==> src/sv/phj_pkg.sv <==
`default_nettype none
package phj_pkg;

  localparam int FRAC_BITS  = 16;
  localparam int WORD_WIDTH = 32;

  localparam int FOCAL_W = WORD_WIDTH - 1;
  localparam int QUO_W   = WORD_WIDTH + 2;
  localparam int DEN_W   = 2 * WORD_WIDTH;
  localparam int NUM_W   = 2 * WORD_WIDTH + FRAC_BITS;
  localparam int SUM_W   = QUO_W + 3;
  localparam int LANES   = 6;

  // Lane order of the six quotients.
  localparam int L_U   = 0;
  localparam int L_V   = 1;
  localparam int L_JUX = 2;
  localparam int L_JUZ = 3;
  localparam int L_JVY = 4;
  localparam int L_JVZ = 5;

  localparam int CFG_IDX_W = 4;

  typedef enum logic [CFG_IDX_W-1:0] {
    REG_FOCAL_X  = 4'd0,
    REG_FOCAL_Y  = 4'd1,
    REG_CENTER_X = 4'd2,
    REG_CENTER_Y = 4'd3
  } phj_reg_t;

  localparam logic [FOCAL_W-1:0]    FOCAL_X_RST  = FOCAL_W'(32768000);
  localparam logic [FOCAL_W-1:0]    FOCAL_Y_RST  = FOCAL_W'(32768000);
  localparam logic [WORD_WIDTH-1:0] CENTER_X_RST = WORD_WIDTH'(20971520);
  localparam logic [WORD_WIDTH-1:0] CENTER_Y_RST = WORD_WIDTH'(15728640);

  typedef struct packed {
    logic             zero;
    logic [LANES-1:0] neg;
  } phj_side_t;

  typedef struct packed {
    logic             big;
    logic [QUO_W-1:0] quo;
  } phj_quo_t;

endpackage
`default_nettype wire

==> src/sv/phj_intf.sv <==
`default_nettype none


interface phj_result_if import phj_pkg::*; ();
  logic                         valid;
  logic                         ready;
  logic signed [WORD_WIDTH-1:0] pixel_u;
  logic signed [WORD_WIDTH-1:0] pixel_v;
  logic signed [WORD_WIDTH-1:0] du_dx;
  logic signed [WORD_WIDTH-1:0] du_dz;
  logic signed [WORD_WIDTH-1:0] dv_dy;
  logic signed [WORD_WIDTH-1:0] dv_dz;
  logic                         depth_zero;
  logic                         saturated;

  modport source (output valid, output pixel_u, output pixel_v, output du_dx,
                  output du_dz, output dv_dy, output dv_dz, output depth_zero,
                  output saturated, input ready);
  modport sink (input valid, input pixel_u, input pixel_v, input du_dx,
                input du_dz, input dv_dy, input dv_dz, input depth_zero,
                input saturated, output ready);
endinterface

`default_nettype wire

==> src/sv/phj_back.sv <==
`default_nettype none
module phj_back import phj_pkg::*; (
  input  wire logic                   clk,
  input  wire logic                   rst,
  input  wire logic                   in_valid,
  output logic                        in_ready,
  input  wire phj_quo_t [LANES-1:0]   quo,
  input  wire phj_side_t              side,
  input  wire logic [WORD_WIDTH-1:0]  center_x,
  input  wire logic [WORD_WIDTH-1:0]  center_y,
  phj_result_if.source                result
);

  logic                                en;
  logic                                valid;
  logic [LANES-1:0][WORD_WIDTH-1:0]    word;
  logic                                zero;
  logic                                sat;

  logic [LANES-1:0][WORD_WIDTH-1:0]    ctr;
  logic [LANES-1:0][QUO_W:0]           qx;
  logic [LANES-1:0][SUM_W-1:0]         sv;
  logic [LANES-1:0][SUM_W-1:0]         sum;
  logic [LANES-1:0]                    ovf;
  logic [LANES-1:0][WORD_WIDTH-1:0]    word_next;

  assign en       = !valid || result.ready;
  assign in_ready = en;

  always_comb begin
    ctr       = '0;
    ctr[L_U]  = center_x;
    ctr[L_V]  = center_y;
    for (int l = 0; l < LANES; l++) begin
      // Any quotient past the held range saturates whatever the center is.
      qx[l]  = quo[l].big ? {1'b1, {QUO_W{1'b0}}} : {1'b0, quo[l].quo};
      sv[l]  = side.neg[l] ? (SUM_W'(0) - SUM_W'(qx[l])) : SUM_W'(qx[l]);
      sum[l] = sv[l] + {{(SUM_W-WORD_WIDTH){ctr[l][WORD_WIDTH-1]}}, ctr[l]};
      ovf[l] = (sum[l][SUM_W-1:WORD_WIDTH-1] != '0) &&
               (sum[l][SUM_W-1:WORD_WIDTH-1] != '1);
      if (ovf[l]) begin
        word_next[l] = sum[l][SUM_W-1] ? {1'b1, {(WORD_WIDTH-1){1'b0}}}
                                       : {1'b0, {(WORD_WIDTH-1){1'b1}}};
      end else begin
        word_next[l] = sum[l][WORD_WIDTH-1:0];
      end
    end
  end

  always_ff @(posedge clk) begin
    if (rst) begin
      valid <= 1'b0;
    end else if (en) begin
      valid <= in_valid;
    end
  end

  always_ff @(posedge clk) begin
    if (en && in_valid) begin
      zero <= side.zero;
      if (side.zero) begin
        word <= '0;
        sat  <= 1'b0;
      end else begin
        word <= word_next;
        sat  <= |ovf;
      end
    end
  end

  assign result.valid      = valid;
  assign result.pixel_u    = word[L_U];
  assign result.pixel_v    = word[L_V];
  assign result.du_dx      = word[L_JUX];
  assign result.du_dz      = word[L_JUZ];
  assign result.dv_dy      = word[L_JVY];
  assign result.dv_dz      = word[L_JVZ];
  assign result.depth_zero = zero;
  assign result.saturated  = sat;

endmodule
`default_nettype wire

==> src/flat_wrapper.sv <==
// flat-port wrapper written by rule: the top's interface ports become plain ports
module phj_back_flat import phj_pkg::*;
  (clk, rst, in_valid, in_ready, quo, side, center_x, center_y, result_valid, result_pixel_u, result_pixel_v, result_du_dx, result_du_dz, result_dv_dy, result_dv_dz, result_depth_zero, result_saturated, result_ready);
  phj_result_if result_i ();
  input  wire logic clk;
  input  wire logic rst;
  input  wire logic in_valid;
  output logic in_ready;
  input  wire phj_quo_t [LANES-1:0] quo;
  input  wire phj_side_t side;
  input  wire logic [WORD_WIDTH-1:0] center_x;
  input  wire logic [WORD_WIDTH-1:0] center_y;
  output wire logic [$bits(result_i.valid)-1:0] result_valid;
  output wire logic [$bits(result_i.pixel_u)-1:0] result_pixel_u;
  output wire logic [$bits(result_i.pixel_v)-1:0] result_pixel_v;
  output wire logic [$bits(result_i.du_dx)-1:0] result_du_dx;
  output wire logic [$bits(result_i.du_dz)-1:0] result_du_dz;
  output wire logic [$bits(result_i.dv_dy)-1:0] result_dv_dy;
  output wire logic [$bits(result_i.dv_dz)-1:0] result_dv_dz;
  output wire logic [$bits(result_i.depth_zero)-1:0] result_depth_zero;
  output wire logic [$bits(result_i.saturated)-1:0] result_saturated;
  input wire logic [$bits(result_i.ready)-1:0] result_ready;
  assign result_valid = result_i.valid;
  assign result_pixel_u = result_i.pixel_u;
  assign result_pixel_v = result_i.pixel_v;
  assign result_du_dx = result_i.du_dx;
  assign result_du_dz = result_i.du_dz;
  assign result_dv_dy = result_i.dv_dy;
  assign result_dv_dz = result_i.dv_dz;
  assign result_depth_zero = result_i.depth_zero;
  assign result_saturated = result_i.saturated;
  assign result_i.ready = result_ready;
  phj_back u_core (.clk(clk), .rst(rst), .in_valid(in_valid), .in_ready(in_ready), .quo(quo), .side(side), .center_x(center_x), .center_y(center_y), .result(result_i));
endmodule
==> config.mk <==
export PLATFORM = sky130hd
export DESIGN_NAME = phj_back_flat
export DESIGN_NICKNAME = d
export VERILOG_FILES = /design/src/sv/phj_pkg.sv /design/src/sv/phj_intf.sv /design/src/sv/phj_back.sv /design/src/flat_wrapper.sv
export SDC_FILE = /design/constraint.sdc
export NUM_CORES = 1
export LEC_CHECK = 0
export ABC_AREA = 1
export CORE_ASPECT_RATIO = 0.7
export CORE_UTILIZATION = 31
export DETAILED_ROUTE_END_ITERATION = 10
export DONT_BUFFER_PORTS = 1
export PLACE_DENSITY_LB_ADDON = 0.08
export SETUP_SLACK_MARGIN = 0.05
export SLEW_MARGIN = 20
export SYNTH_ARGS = -nofsm -noshare
export SYNTH_HDL_FRONTEND = slang
export SYNTH_SLANG_ARGS = --single-unit
export TNS_END_PERCENT = 100
==> constraint.sdc <==
create_clock -name clk -period 33.1 [get_ports clk]
set_clock_uncertainty 0.1 [all_clocks]
set_input_delay 1.655 -clock clk [delete_from_list [all_inputs] [get_ports clk]]
set_output_delay 1.655 -clock clk [all_outputs]
set_load 0.05 [all_outputs]
-- Word level (Yosys, flattened, before mapping)
Cells that the tools add are included.
- mux-type cells: 24
- reductions and logical operators: 16
- equal/unequal tests: 6
- bitwise logic cells: 0
- magnitude comparators: 0
- add/subtract/negate cells: 8
- multiply operators: 0
- div/mod/pow operators: 0
- shift operators: 0
- operators with widths (operator ; count):
    $mux 32 ; 12
    $mux 37 ; 6
    $sub 1x35->36 const A ; 6
    $mux 35 ; 6
    $add 37x37->37 ; 2
    $ne 6x6->1 const B ; 6
    $reduce_bool 6->1 ; 6
    $logic_and 1x1->1 ; 7
    $reduce_or 6->1 ; 1
    $logic_not 1->1 ; 1
    $logic_or 1x1->1 ; 1
- bits in registers: 195
- word-level logic and storage cells: 63
- memories kept: 0
- output and inout bits: 196
- bits in latches: 0
- memory bits (writable): 0
- memory bits (read-only): 0

-- Logic depth before layout (Yosys ltp)
Gate-level depths: netlist (run 1).
- depth in word-level cells: 7
- gate-level depth with buffers: 34
- gate-level depth less buffers: 34

-- Worst setup path before layout (run 1)
Ideal clock, no wire load.
- path type: input-to-reg
- start: in in_valid
- end: reg u_core.zero, in the netlist u_core.result.depth_zero, enable pin
- library setup time: 0.811 ns
- stages on the path: 2
- buffers on the path: 0
- arrival time: 11.012 ns
- setup slack: 21.177 ns
- required time: 32.189 ns
- path through: inv_1 a21oi_1
- cells in the longest elaborated chain, start to end: 1
- RTL lines (what ; RTL line ; source):
    from (decl) ; flat_wrapper.sv:7 ; input wire logic in_valid;
    $logic_and 1x1->1 ; phj_back.sv:59 ; if (en && in_valid) begin
    to (signal assigned) ; phj_back.sv:60 ; zero <= side.zero;
    to (decl) ; phj_back.sv:17 ; logic zero;
No other way between the ends.
A chain may end at the register's enable or synchronous reset.

-- Final worst setup path (run 1)
- start: in quo[34] (netlist bit)
- end: reg u_core.word, in the netlist u_core.result.pixel_u[4] (data pin)
- cells in the longest elaborated chain, start to end: 7
- elaborated cells on any way between the ends: 9
- RTL lines (what ; RTL line ; source):
    from (decl) ; flat_wrapper.sv:9 ; input wire phj_quo_t [LANES-1:0] quo;
    $mux 35 (*) ; phj_back.sv:36 ; qx[l] = quo[l].big ? {1'b1, {QUO_W{1'b0}}} : {1'b0, quo[l].quo};
    $sub 1x35->36 ; phj_back.sv:37 ; sv[l] = side.neg[l] ? (SUM_W'(0) - SUM_W'(qx[l])) : SUM_W'(qx[l]);
    $mux 37 (*) ; phj_back.sv:37 ;
    $add 37x37->37 (*) ; phj_back.sv:38 ; sum[l] = sv[l] + {{(SUM_W-WORD_WIDTH){ctr[l][WORD_WIDTH-1]}}, ctr[l]};
    $ne 6x6->1 or $reduce_bool 6->1 (tied branches) ; phj_back.sv:40, phj_back.sv:39 ;
    $logic_and 1x1->1 ; phj_back.sv:39 ; ovf[l] = (sum[l][SUM_W-1:WORD_WIDTH-1] != '0) &&
    $mux 32 (*) ; phj_back.sv:41 ; if (ovf[l]) begin
    to (signal assigned) ; phj_back.sv:65 ; word <= word_next;
    to (decl) ; phj_back.sv:16 ; logic [LANES-1:0][WORD_WIDTH-1:0] word;
Mark *: on every way between the ends. The rest lies on a longest branch, timed or not.

==> results of run 1 <==
[sequential cells by signal, summed over array words and instances, names as in the netlist]
signal                    flops
u_core.result.depth_zero      1
u_core.result.du_dx          32
u_core.result.du_dz          32
u_core.result.dv_dy          32
u_core.result.dv_dz          32
u_core.result.pixel_u        32
u_core.result.pixel_v        32
u_core.result.saturated       1
u_core.result.valid           1
[per-stage QoR]
| step | total power, uW | hold slack, ps |
|---|---|---|
| after floorplan | 627 | 971 |
| after global placement | 698 | 1030 |
| after detailed placement | 697 | 1060 |
| after CTS | 932 | 1070 |
| after global routing | 978 | 1090 |
| final | 921 | 1060 |
[power by group through the flow]
stage | Combinational (uW) | Sequential [uW] | Clock, uW
floorplan | 232 | 395 | 0
global placement | 298 | 400 | 0
detailed placement | 298 | 400 | 0
CTS | 299 | 395 | 239
global route | 337 | 396 | 245
finish | 298 | 394 | 230
[placed cells by master, fill, tap and decap left out, drive strengths merged]
| cell | count |
|---|---|
| fa | 2 |
| o21bai | 16 |
| o211ai | 4 |
| o41ai | 1 |
| xnor2 | 72 |
| o2111ai | 1 |
| edfxtp | 194 |
| o31ai | 5 |
| a31oi | 15 |
| clkinv | 3 |
| nor3 | 32 |
| and3 | 2 |
| a21o | 1 |
| nand4 | 44 |
| dfxtp | 1 |
| o21ai | 177 |
| nor3b | 1 |
| nand3b | 11 |
| clkinvlp | 2 |
| nor2 | 272 |
| o22ai | 2 |
| nand2 | 1013 |
| a21oi | 258 |
| or2 | 21 |
| a22o | 2 |
| o21a | 2 |
| inv | 264 |
| ha | 80 |
| nor4 | 4 |
| bufinv | 2 |
| a221oi | 1 |
| nand3 | 179 |
| and2 | 6 |
| xor2 | 126 |
| clkbuf | 18 |
| buf | 8 |
[critical path, cell delays in order]
cell and delay [ps]:
sky130_fd_sc_hd__inv_2 170, sky130_fd_sc_hd__nand2_1 210, sky130_fd_sc_hd__nand3_1 150, sky130_fd_sc_hd__nor3_1 220, sky130_fd_sc_hd__nand3_1 130, sky130_fd_sc_hd__nor2_1 190, sky130_fd_sc_hd__nand4_1 140, sky130_fd_sc_hd__nor2_1 170
sky130_fd_sc_hd__nand2_1 110, sky130_fd_sc_hd__nor2_1 140, sky130_fd_sc_hd__nor2_1 80, sky130_fd_sc_hd__nor2_1 160, sky130_fd_sc_hd__xor2_1 190, sky130_fd_sc_hd__ha_1 360, sky130_fd_sc_hd__inv_1 170, sky130_fd_sc_hd__o21ai_0 190
sky130_fd_sc_hd__a21oi_1 180, sky130_fd_sc_hd__nand2_1 70, sky130_fd_sc_hd__a21oi_1 330, sky130_fd_sc_hd__nand2_1 130, sky130_fd_sc_hd__nand2_1 80, sky130_fd_sc_hd__nand3_1 60, sky130_fd_sc_hd__nor2_1 90, sky130_fd_sc_hd__nand2_1 80
sky130_fd_sc_hd__nand3_1 480, sky130_fd_sc_hd__buf_4 360, sky130_fd_sc_hd__a21oi_1 100
[worst paths after layout]
kind                             from                        end  slack [ps]  cells after the start
hold reg to reg   u_core.result.valid        u_core.result.valid        1060                      2
hold / removal    u_core.result.valid        u_core.result.valid        1060                      2
setup reg to reg  u_core.result.valid  u_core.result.pixel_v[11]       30110                      3
setup / recovery              quo[34]   u_core.result.pixel_u[4]       26800                     27
[final cells by class]
type / count / area (sq um) / share of cell area
Tap cell: 819 / 1020 / 0.0498
Clock inverter: 14 / 188 / 0.00912
Clock buffer: 18 / 429 / 0.0209
Timing Repair Buffer: 8 / 60.1 / 0.00292
Multi-Input combinational cell: 2350 / 12100 / 0.586
Sequential cell: 195 / 5850 / 0.284
Inverter: 257 / 970 / 0.0471
[routing by layer]
metal | global-route usage | vias to the layer above | part of all wire
li1 | - | 9415 | -
met2 | 0.330 | 478 | 0.43
met5 | 0 | - | 0.00034
met3 | 0.0535 | 52 | 0.066
met4 | 0.0532 | 4 | 0.017
met1 | 0.310 | 8619 | 0.49
[kinds of logic after synthesis]
logic type | Yosys count | share of synthesized area
adders and majority gates | 82 | 0.0536
buffers and inverters | 363 | 0.0785
AOI/OAI and AO/OA | 485 | 0.134
and+or+nand+nor | 1585 | 0.344
xor gates and xnor gates | 198 | 0.0893
DFF | 195 | 0.301
==> run_results.csv, run 1 <==
group,metric,value,unit
run_status,outcome,"finished, violations left",
run_status,failed_checks,"design-rule violations",
power,reported_leakage_power,0.00919,uW
clock_tree,cts_inserted_buffers,17,
global_routing,global_route_wire_length_before_repair,106,mm
synth,postSynthNetCount,3275,
clock_tree,tritoncts_num_sinks,195,
setup_path,path_max_fanout,35,
final_layout,fin_cells,3661,
power,intPower,516,uW
synth,ys_ff_latch,195,
timing,setup-violations-final,0,
timing,tightest_slew,1040,ps
die,io_pins,481,
setup_path,critPathRequiredTime,33240,ps
die,core,61700,sq um
place,placed_cells_incl_taps,3629,
place,place.port_buffers,0,
die,horizontal_die_dimension,301,um
route,wl_per_cell,19.3,um
final_layout,post-route-cell-area,20600,sq um
timing,fmax,159,MHz
final_layout,final_design_utilization,0.333,
final_layout,layout_cells_sized_above_1,0.0482,
timing,setup_slack,26800,ps
setup_path,crit_path_end_kind,"register",
die,std_cell_rows,76,
place,post_place_setup_slack,26340,ps
setup_path,crit_type,"in -> reg",
synth,synth.distinct_cells,54,
synth,post_synthesis_cell_type_with_the_largest_combined_area,"sky130_fd_sc_hd__edfxtp_1",
global_routing,vias_in_the_first_global_route,17500,
synth,ys_top_cells_by_area,"sky130_fd_sc_hd__edfxtp_1, sky130_fd_sc_hd__nand2_1, sky130_fd_sc_hd__a21oi_1",
setup_path,crit_path_start_kind,"primary input",
route,drc,48,
timing,setup_total_negative_slack,0,ps
die,floorplan.die.height,211,um
synth,synth.most_common_cell,"sky130_fd_sc_hd__nand2_1",
timing,layout_min_cycle_time,6300,ps
power,share_seq_of_total_power,0.427,
power,netSwitchingPower,405,uW
synth,ys_seq_area_frac,0.301,
clock_tree,clock_tree_root_driver_cell,"sky130_fd_sc_hd__clkbuf_16",
power,logic_gate_share_of_total_power,0.323,
route,drtPass1Iterations,9,
synth,synth_edf_count,194,
power,power.density_cell_area,44.7,nW/um^2
clock_tree,clock_tree.htree_level_count,4,
clock_tree,cts_hold_repair.buffers,0,
route,drt_iter0_drc,1385,
clock_tree,path_clk_slew,80,ps
place,placedInstanceArea,20000,sq um
global_routing,overflow,0,
clock_tree,cts.path.max_buffers,2,
timing,hold_violations,0,
synth,async_reset_ff_frac,0,
final_layout,number_of_antenna_diodes,0,
final_layout,nets,3196,
timing,layout_worst_path_cycle_share,0.190,
timing,max_slew_margin,0.303,
power,power_frac_clock,0.249,
clock_tree,post-cts-setup-buffer-count,0,
route,routed-via-count,18600,
synth,netlist_area,19400,sq um
final_layout,areaGrowthSynthToFinish,6.03,%
clock_tree,cts_tree,"done",
min_path,timing.hold.worst.class,"reg -> reg",
setup_path,crit_arrival,6440,ps
clock_tree,clk_latency_worst_skew_pair,500,ps
synth,average_instance_area_after_synthesis,6.67,sq um
power,netSwitchingFraction,0.439,
synth,synth_ff_type,"sky130_fd_sc_hd__edfxtp_1",
synth,yosys_warnings,0,
synth,post_synth_most_frequent_cells,"sky130_fd_sc_hd__nand2_1, sky130_fd_sc_hd__nor2_1, sky130_fd_sc_hd__a21oi_1",
die,design.die.area,63600,sq um
route,ant_nets,0,
synth,synth_largest_type_area_fraction,0.300,
global_routing,largest_net_degree_at_the_start_of_global_routing,163,
synth,netlist_instances,2908,
clock_tree,postCtsResizedCells,0,
global_routing,grt_usage,0.218,
route,routed_wirelength,70.7,mm
route,post_drt_via_cell_ratio,5.07,
place,final_weighted_congestion_in_routability_driven_placement,0.920,
global_routing,grt_antenna_before_repair,2,
timing,timing_max_transition_violations_final,0,
run,max_cap_violations,0,
final_layout,filler_cell_count,6752,
place,place_hpwl,56.8,mm
timing,rsz_0062_raised_after_global_routing,"false",
die,initial_utilization,0.315,
power,vdd_ir_drop_max,38.8,uV
Note: power is estimated with default switching activity, not from simulation.
==> run 2: changes to the inputs <==
--- a/config.mk
+++ b/config.mk
@@ -5,7 +5,7 @@
 export SDC_FILE = /design/constraint.sdc
 export NUM_CORES = 1
 export LEC_CHECK = 0
-export ABC_AREA = 1
+export ABC_AREA = 0
 export CORE_ASPECT_RATIO = 0.7
 export CORE_UTILIZATION = 31
 export DETAILED_ROUTE_END_ITERATION = 10
==> constraint.sdc (replaced) <==
create_clock -name clk -period 6.05 [get_ports clk]
set_clock_uncertainty 0.1 [all_clocks]
set_input_delay 0.3025 -clock clk [delete_from_list [all_inputs] [get_ports clk]]
set_output_delay 0.3025 -clock clk [all_outputs]
set_load 0.05 [all_outputs]
==> run 2 against run 1 <==
Effect of this change:
- the flow now finishes without violations
- power rose to 5.1 times the previous value
- global-route usage up 0.14 points
- routed wire length down 4.7%
- final area down 3.7%
- register-to-register slack worse by 27000 ps
- first-iteration DRC count down 3.0%
- die area down 6.5%
- sequential cell count unchanged
- clock power rose to 5.3 times the previous value
- combinational power rose to 4.6 times the previous value
- sequential share of layout area up 1.1 points
- critical endpoint is now u_core.result.pixel_v[15]
- largest cell class unchanged
- highest routed layer unchanged
==> run_results.csv, run 2 <==
group,metric,value,unit
clock_tree,path_clk_slew,80,ps
timing,tightest_slew,984,ps
synth,average_instance_area_after_synthesis,8.27,sq um
global_routing,global_route_wire_length_before_repair,99.9,mm
die,horizontal_die_dimension,291,um
clock_tree,clock_tree.htree_level_count,4,
setup_path,crit_arrival,5810,ps
synth,synth.distinct_cells,91,
global_routing,grt_usage,0.220,
synth,post_synthesis_cell_type_with_the_largest_combined_area,"sky130_fd_sc_hd__edfxtp_1",
die,floorplan.die.height,204,um
timing,rsz_0062_raised_after_global_routing,"false",
route,routed-via-count,16700,
timing,hold-worst-slack,32.8,ps
setup_path,critPathRequiredTime,6320,ps
clock_tree,clock_tree_root_driver_cell,"sky130_fd_sc_hd__clkbuf_16",
synth,post_synth_most_frequent_cells,"sky130_fd_sc_hd__a21oi_1, sky130_fd_sc_hd__nand2_1, sky130_fd_sc_hd__edfxtp_1",
final_layout,nets,2518,
synth,netlist_area,18100,sq um
route,wl_per_cell,23.1,um
route,post_drt_via_cell_ratio,5.73,
final_layout,layout.cells.most_common_list,"sky130_fd_sc_hd__a21oi_1, sky130_fd_sc_hd__nand2_1, sky130_fd_sc_hd__edfxtp_1",
global_routing,largest_net_degree_at_the_start_of_global_routing,104,
route,routed_wirelength,67.4,mm
synth,async_reset_ff_frac,0,
route,drc,0,
run,max_cap_violations,0,
die,std_cell_rows,73,
final_layout,number_of_antenna_diodes,0,
global_routing,vias_in_the_first_global_route,15700,
synth,synth.most_common_cell,"sky130_fd_sc_hd__a21oi_1",
route,drtPass1Iterations,5,
die,core,57300,sq um
power,vdd_ir_drop_max,211,uV
synth,synth_edf_count,194,
run_status,outcome,"finished, final reports clean",
timing,hold_violations,0,
synth,synth_ff_type,"sky130_fd_sc_hd__edfxtp_1",
timing,fmax,181,MHz
route,drt_iter0_drc,1343,
setup_path,path_max_fanout,29,
synth,netlist_instances,2192,
synth,ys_ff_latch,195,
synth,ys_top_cells_by_area,"sky130_fd_sc_hd__edfxtp_1, sky130_fd_sc_hd__xnor2_1, sky130_fd_sc_hd__a21oi_1",
timing,setup-violations-final,0,
die,initial_utilization,0.317,
clock_tree,cts_inserted_buffers,17,
synth,ys_seq_area_frac,0.322,
timing,timing_max_transition_violations_final,0,
place,final_weighted_congestion_in_routability_driven_placement,0.905,
setup_path,crit_type,"in -> reg",
timing,max_slew_margin,0.342,
clock_tree,clk_latency_worst_skew_pair,500,ps
place,place.port_buffers,0,
die,io_pins,481,
setup_path,crit_path_start_kind,"primary input",
clock_tree,cts.path.max_buffers,2,
min_path,timing.hold.worst.class,"in -> reg",
setup_path,crit_path_end_kind,"register",
synth,synth_largest_type_area_fraction,0.321,
place,post_place_setup_slack,-55.2,ps
global_routing,grt_antenna_before_repair,2,
global_routing,overflow,0,
clock_tree,cts_tree,"done",
place,place_hpwl,51.4,mm
power,power.density_cell_area,238,nW/um^2
synth,postSynthNetCount,2559,
timing,layout_worst_path_cycle_share,0.915,
synth,yosys_warnings,0,
power,reported_leakage_power,0.00724,uW
die,design.die.area,59500,sq um
final_layout,areaGrowthSynthToFinish,9.29,%
timing,layout_min_cycle_time,5540,ps
final_layout,final_design_utilization,0.346,
final_layout,layout_cells_sized_above_1,0.0522,
route,ant_nets,0,
timing,setup_slack,513,ps
final_layout,layout.cells.most_common,"sky130_fd_sc_hd__a21oi_1",
clock_tree,tritoncts_num_sinks,195,
## run 2: what timing repair did
item / in CTS / in global routing
setup buffers: 0 / 0
hold endpoints to repair: 120 / 0
setup endpoints to repair: 0 / 1
hold buffers: 33 / 0
resized for setup: 0 / 1
## run 2: kinds of logic (layout without fill, tap and decap cells)
family                   after synthesis  after routing  share of synthesized area
flip-flops                           195            195                      0.322
AO/OA/AOI/OAI                        742            742                      0.263
XOR/XNOR                             190            190                     0.0918
buffers and inverters                167            139                     0.0375
AND/OR/NAND/NOR                      812            812                      0.226
multiplexers                           4              4                    0.00221
adder cells (fa/ha/maj)               82             82                     0.0574
## run 2: metal layers
| layer | GRT usage | vias up | wire length (um) |
|---|---|---|---|
| met2 | 0.327 | 556 | 29200 |
| met4 | 0.0705 | 4 | 1650 |
| met1 | 0.293 | 7996 | 30500 |
| met3 | 0.0801 | 82 | 5890 |
| met5 | 0 | - | 27 |
| li1 | - | 8050 | - |
## run 2: final timing paths
| check | depth (start not counted) | end | start | slack, ps |
|---|---|---|---|---|
| worst min-delay path | 2 | u_core.result.du_dz[31] | quo[138] | 30 |
| worst min register to register | 3 | u_core.result.valid | u_core.result.valid | 1630 |
| worst max register to register | 3 | u_core.result.pixel_v[23] | u_core.result.valid | 2940 |
| worst max-delay path | 20 | u_core.result.pixel_v[15] | quo[45] | 510 |
## run 2: worst max-delay path, stage by stage
cell and delay, ps:
sky130_fd_sc_hd__or3_1 430, sky130_fd_sc_hd__nor4_2 250, sky130_fd_sc_hd__a21oi_1 110, sky130_fd_sc_hd__nor3b_1 280, sky130_fd_sc_hd__o21ai_1 150, sky130_fd_sc_hd__or4_1 600, sky130_fd_sc_hd__or3_1 390, sky130_fd_sc_hd__a311oi_1 370
sky130_fd_sc_hd__ha_1 310, sky130_fd_sc_hd__a21o_1 210, sky130_fd_sc_hd__a211oi_2 320, sky130_fd_sc_hd__nor3_1 90, sky130_fd_sc_hd__a21oi_1 120, sky130_fd_sc_hd__o31ai_1 90, sky130_fd_sc_hd__nor4b_1 460, sky130_fd_sc_hd__nand3_1 160
sky130_fd_sc_hd__or4b_4 590, sky130_fd_sc_hd__a21oi_2 190, sky130_fd_sc_hd__buf_12 220, sky130_fd_sc_hd__a21o_1 140
## run 2: power breakdown
group / internal [uW] / switching [uW]
Clock: 556 / 653
Combinational: 553 / 812
Sequential: 1660 / 486
Total: 2770 / 1950
## run 2: through the flow
stage               cells  cell area, sq um  power (uW)  setup TNS, ps
global placement     2849             18900        3510              0
detailed placement   2849             18900        3500          -1010
floorplan            2192             18100        3160              0
finish               2914             19800        4720              0
global route         2914             19800        4960              0
CTS                  2914             19800        4770              0
## run 2: area by class of cell
type / count / area, sq um
tap: 750 / 938
inverter: 40 / 150
sequential: 195 / 5850
multi-input combinational: 1830 / 11600
fill: 6003 / 37500
timing repair buffer: 67 / 653
clock inverter: 14 / 159
clock buffer: 18 / 429
==> run 3: changes to the inputs <==
==> constraint.sdc (replaced) <==
create_clock -name clk -period 5.6 [get_ports clk]
set_clock_uncertainty 0.1 [all_clocks]
set_input_delay 0.28 -clock clk [delete_from_list [all_inputs] [get_ports clk]]
set_output_delay 0.28 -clock clk [all_outputs]
set_load 0.05 [all_outputs]
==> run 3 against run 2 <==
Effect of this change:
- hold slack improved by 4.9 ps
- core utilization increased by 1.5 points
- highest routed layer is now met4
- largest power group unchanged
- combinational power increased by 18%
- critical path depth increased by 2
==> run_results.csv, run 3 (synthesis results as in run 2) <==
group,metric,value,unit
clock_tree,cts.path.max_buffers,2,
die,floorplan.die.height,204,um
final_layout,post-route-cell-area,20700,sq um
setup_path,crit_path_end_kind,"register",
timing,hold-worst-slack,37.7,ps
timing,tightest_slew,895,ps
setup_path,critPathRequiredTime,5880,ps
final_layout,layout_cells_sized_above_1,0.0995,
clock_tree,clock_tree.htree_level_count,4,
global_routing,overflow,0,
route,wl_per_cell,22.6,um
route,post_drt_via_cell_ratio,5.66,
timing,setup-violations-final,0,
setup_path,crit_type,"in -> reg",
timing,fmax,188,MHz
clock_tree,clock_tree_root_driver_cell,"sky130_fd_sc_hd__clkbuf_16",
place,final_weighted_congestion_in_routability_driven_placement,0.908,
setup_path,worst-r2r-setup-slack,2760,ps
run,max_cap_violations,0,
die,horizontal_die_dimension,291,um
timing,layout_min_cycle_time,5310,ps
setup_path,crit_arrival,5580,ps
global_routing,grt_usage,0.226,
min_path,hold-path-cell-count,3,
place,place_hpwl,53.1,mm
setup_path,crit_path_start_kind,"primary input",
setup_path,path_max_fanout,18,
final_layout,layout.cells.most_common_list,"sky130_fd_sc_hd__a21oi_1, sky130_fd_sc_hd__nand2_1, sky130_fd_sc_hd__edfxtp_1",
final_layout,number_of_antenna_diodes,0,
die,core,57300,sq um
setup_path,worst_r2r_path_depth,3,
power,power.density_cell_area,249,nW/um^2
global_routing,grt_antenna_before_repair,0,
timing,layout_worst_path_cycle_share,0.948,
clock_tree,tritoncts_num_sinks,195,
route,drc,0,
clock_tree,cts_tree,"done",
final_layout,filler_cell_count,5950,
min_path,timing.hold.worst.class,"in -> reg",
global_routing,largest_net_degree_at_the_start_of_global_routing,104,
timing,timing_max_transition_violations_final,0,
clock_tree,clk_latency_worst_skew_pair,490,ps
place,post_place_setup_slack,-385,ps
place,place.port_buffers,0,
final_layout,areaGrowthSynthToFinish,14.1,%
route,ant_nets,0,
final_layout,nets,2626,
timing,hold_violations,0,
final_layout,final_design_utilization,0.361,
min_path,worstHoldEndpoint,"u_core.result.dv_dy[11]",
place,placedInstanceArea,19700,sq um
timing,setup_slack,294,ps
route,drt_iter0_drc,1238,
route,routed_wirelength,68.2,mm
timing,max_slew_margin,0.398,
run_status,outcome,"finished, final reports clean",
power,vdd_ir_drop_max,247,uV
die,std_cell_rows,73,
min_path,timing.hold.worst.start,"quo[151]",
global_routing,vias_in_the_first_global_route,16100,
route,drtPass1Iterations,5,
timing,rsz_0062_raised_after_global_routing,"false",
power,reported_leakage_power,0.00774,uW
setup_path,r2r-start,"u_core.result.valid",
die,design.die.area,59500,sq um
global_routing,global_route_wire_length_before_repair,103,mm
die,initial_utilization,0.317,
clock_tree,path_clk_slew,90,ps
setup_path,critical_path.reg2reg.endpoint,"u_core.result.pixel_u[12]",
final_layout,layout.cells.most_common,"sky130_fd_sc_hd__a21oi_1",
clock_tree,cts_inserted_buffers,17,
route,routed-via-count,17100,
die,io_pins,481,
power,report.power.total,5150,uW
[run 3: cell count changes in the layout (fill, tap and decap cells not counted), moves of 2 or more]
| cell | delta |
|---|---|
| sky130_fd_sc_hd__buf_4 | +99 |
| sky130_fd_sc_hd__dlygate4sd3_1 | +7 |
| sky130_fd_sc_hd__clkinvlp_4 | +4 |
| sky130_fd_sc_hd__a221oi_1 | -3 |
| sky130_fd_sc_hd__a221oi_2 | +3 |
| sky130_fd_sc_hd__clkinv_8 | -3 |
| sky130_fd_sc_hd__inv_6 | -3 |
| sky130_fd_sc_hd__o21ai_0 | -3 |
| sky130_fd_sc_hd__o21ai_1 | +3 |
| sky130_fd_sc_hd__a21oi_1 | -2 |
| sky130_fd_sc_hd__a21oi_2 | +2 |
[run 3: worst max path at each step]
stage / startpoint / slack [ps] / endpoint
after detailed placement: quo[7] / -390 / u_core.result.pixel_u[4]
final: quo[7] / 290 / u_core.result.pixel_u[30]
after floorplan: quo[69] / 60 / u_core.result.pixel_v[20]
after CTS: quo[7] / 150 / u_core.result.pixel_u[4]
after global placement: quo[7] / -320 / u_core.result.pixel_u[0]
after global routing: quo[7] / 40 / u_core.result.pixel_u[30]
[run 3: metal layers]
metal	vias to the layer above	global-route usage	wire length, um
met1	8244	0.306	31400
li1	8296	-	-
met3	52	0.0618	4800
met5	-	0	0
met4	0	0.0529	1030
met2	515	0.355	31000
[run 3: cell type report]
class	instances	area [sq um]	share of cell area
tap	750	938	0.0454
timing repair buffer	175	1500	0.0724
clock buffer	18	429	0.0207
sequential	195	5850	0.283
multi-input combinational	1830	11700	0.567
inverter	40	150	0.00726
clock inverter	13	106	0.00514
[run 3: timing repair]
item,4_1_cts,5_1_grt
setup endpoints to repair,0,61
hold endpoints to repair,121,0
hold buffers,40,0
resized for setup,0,17
setup buffers,0,1
[run 3: worst max-delay path, cell delays in order]
cell and delay (ps):
sky130_fd_sc_hd__or3_4 360, sky130_fd_sc_hd__or3_1 320, sky130_fd_sc_hd__or4_1 510, sky130_fd_sc_hd__or4_4 460, sky130_fd_sc_hd__nor2_4 120, sky130_fd_sc_hd__a31oi_1 140, sky130_fd_sc_hd__o21bai_2 250, sky130_fd_sc_hd__o31ai_2 220
sky130_fd_sc_hd__xor2_1 210, sky130_fd_sc_hd__nor2_2 70, sky130_fd_sc_hd__ha_4 240, sky130_fd_sc_hd__and3_1 170, sky130_fd_sc_hd__a31oi_1 350, sky130_fd_sc_hd__buf_4 200, sky130_fd_sc_hd__o21ai_0 70, sky130_fd_sc_hd__o2bb2ai_1 140
sky130_fd_sc_hd__nor3_1 240, sky130_fd_sc_hd__nand3_1 180, sky130_fd_sc_hd__or4_4 490, sky130_fd_sc_hd__a21oi_4 190, sky130_fd_sc_hd__buf_12 180, sky130_fd_sc_hd__a31o_2 150
[run 3: report_power, final]
part | leakage [uW] | total, uW | switching, uW | internal [uW]
Clock | 0.000248 | 1220 | 650 | 574
Sequential | 0.00194 | 2320 | 531 | 1790
Combinational | 0.00555 | 1610 | 899 | 706
Total | 0.00774 | 5150 | 2080 | 3070
[run 3: stage by stage]
step	setup TNS, ps	cells
after floorplan	0	2192
after global placement	-16760	2949
after global routing	0	3021
after detailed placement	-17300	2949
final	0	3021
after CTS	0	3020
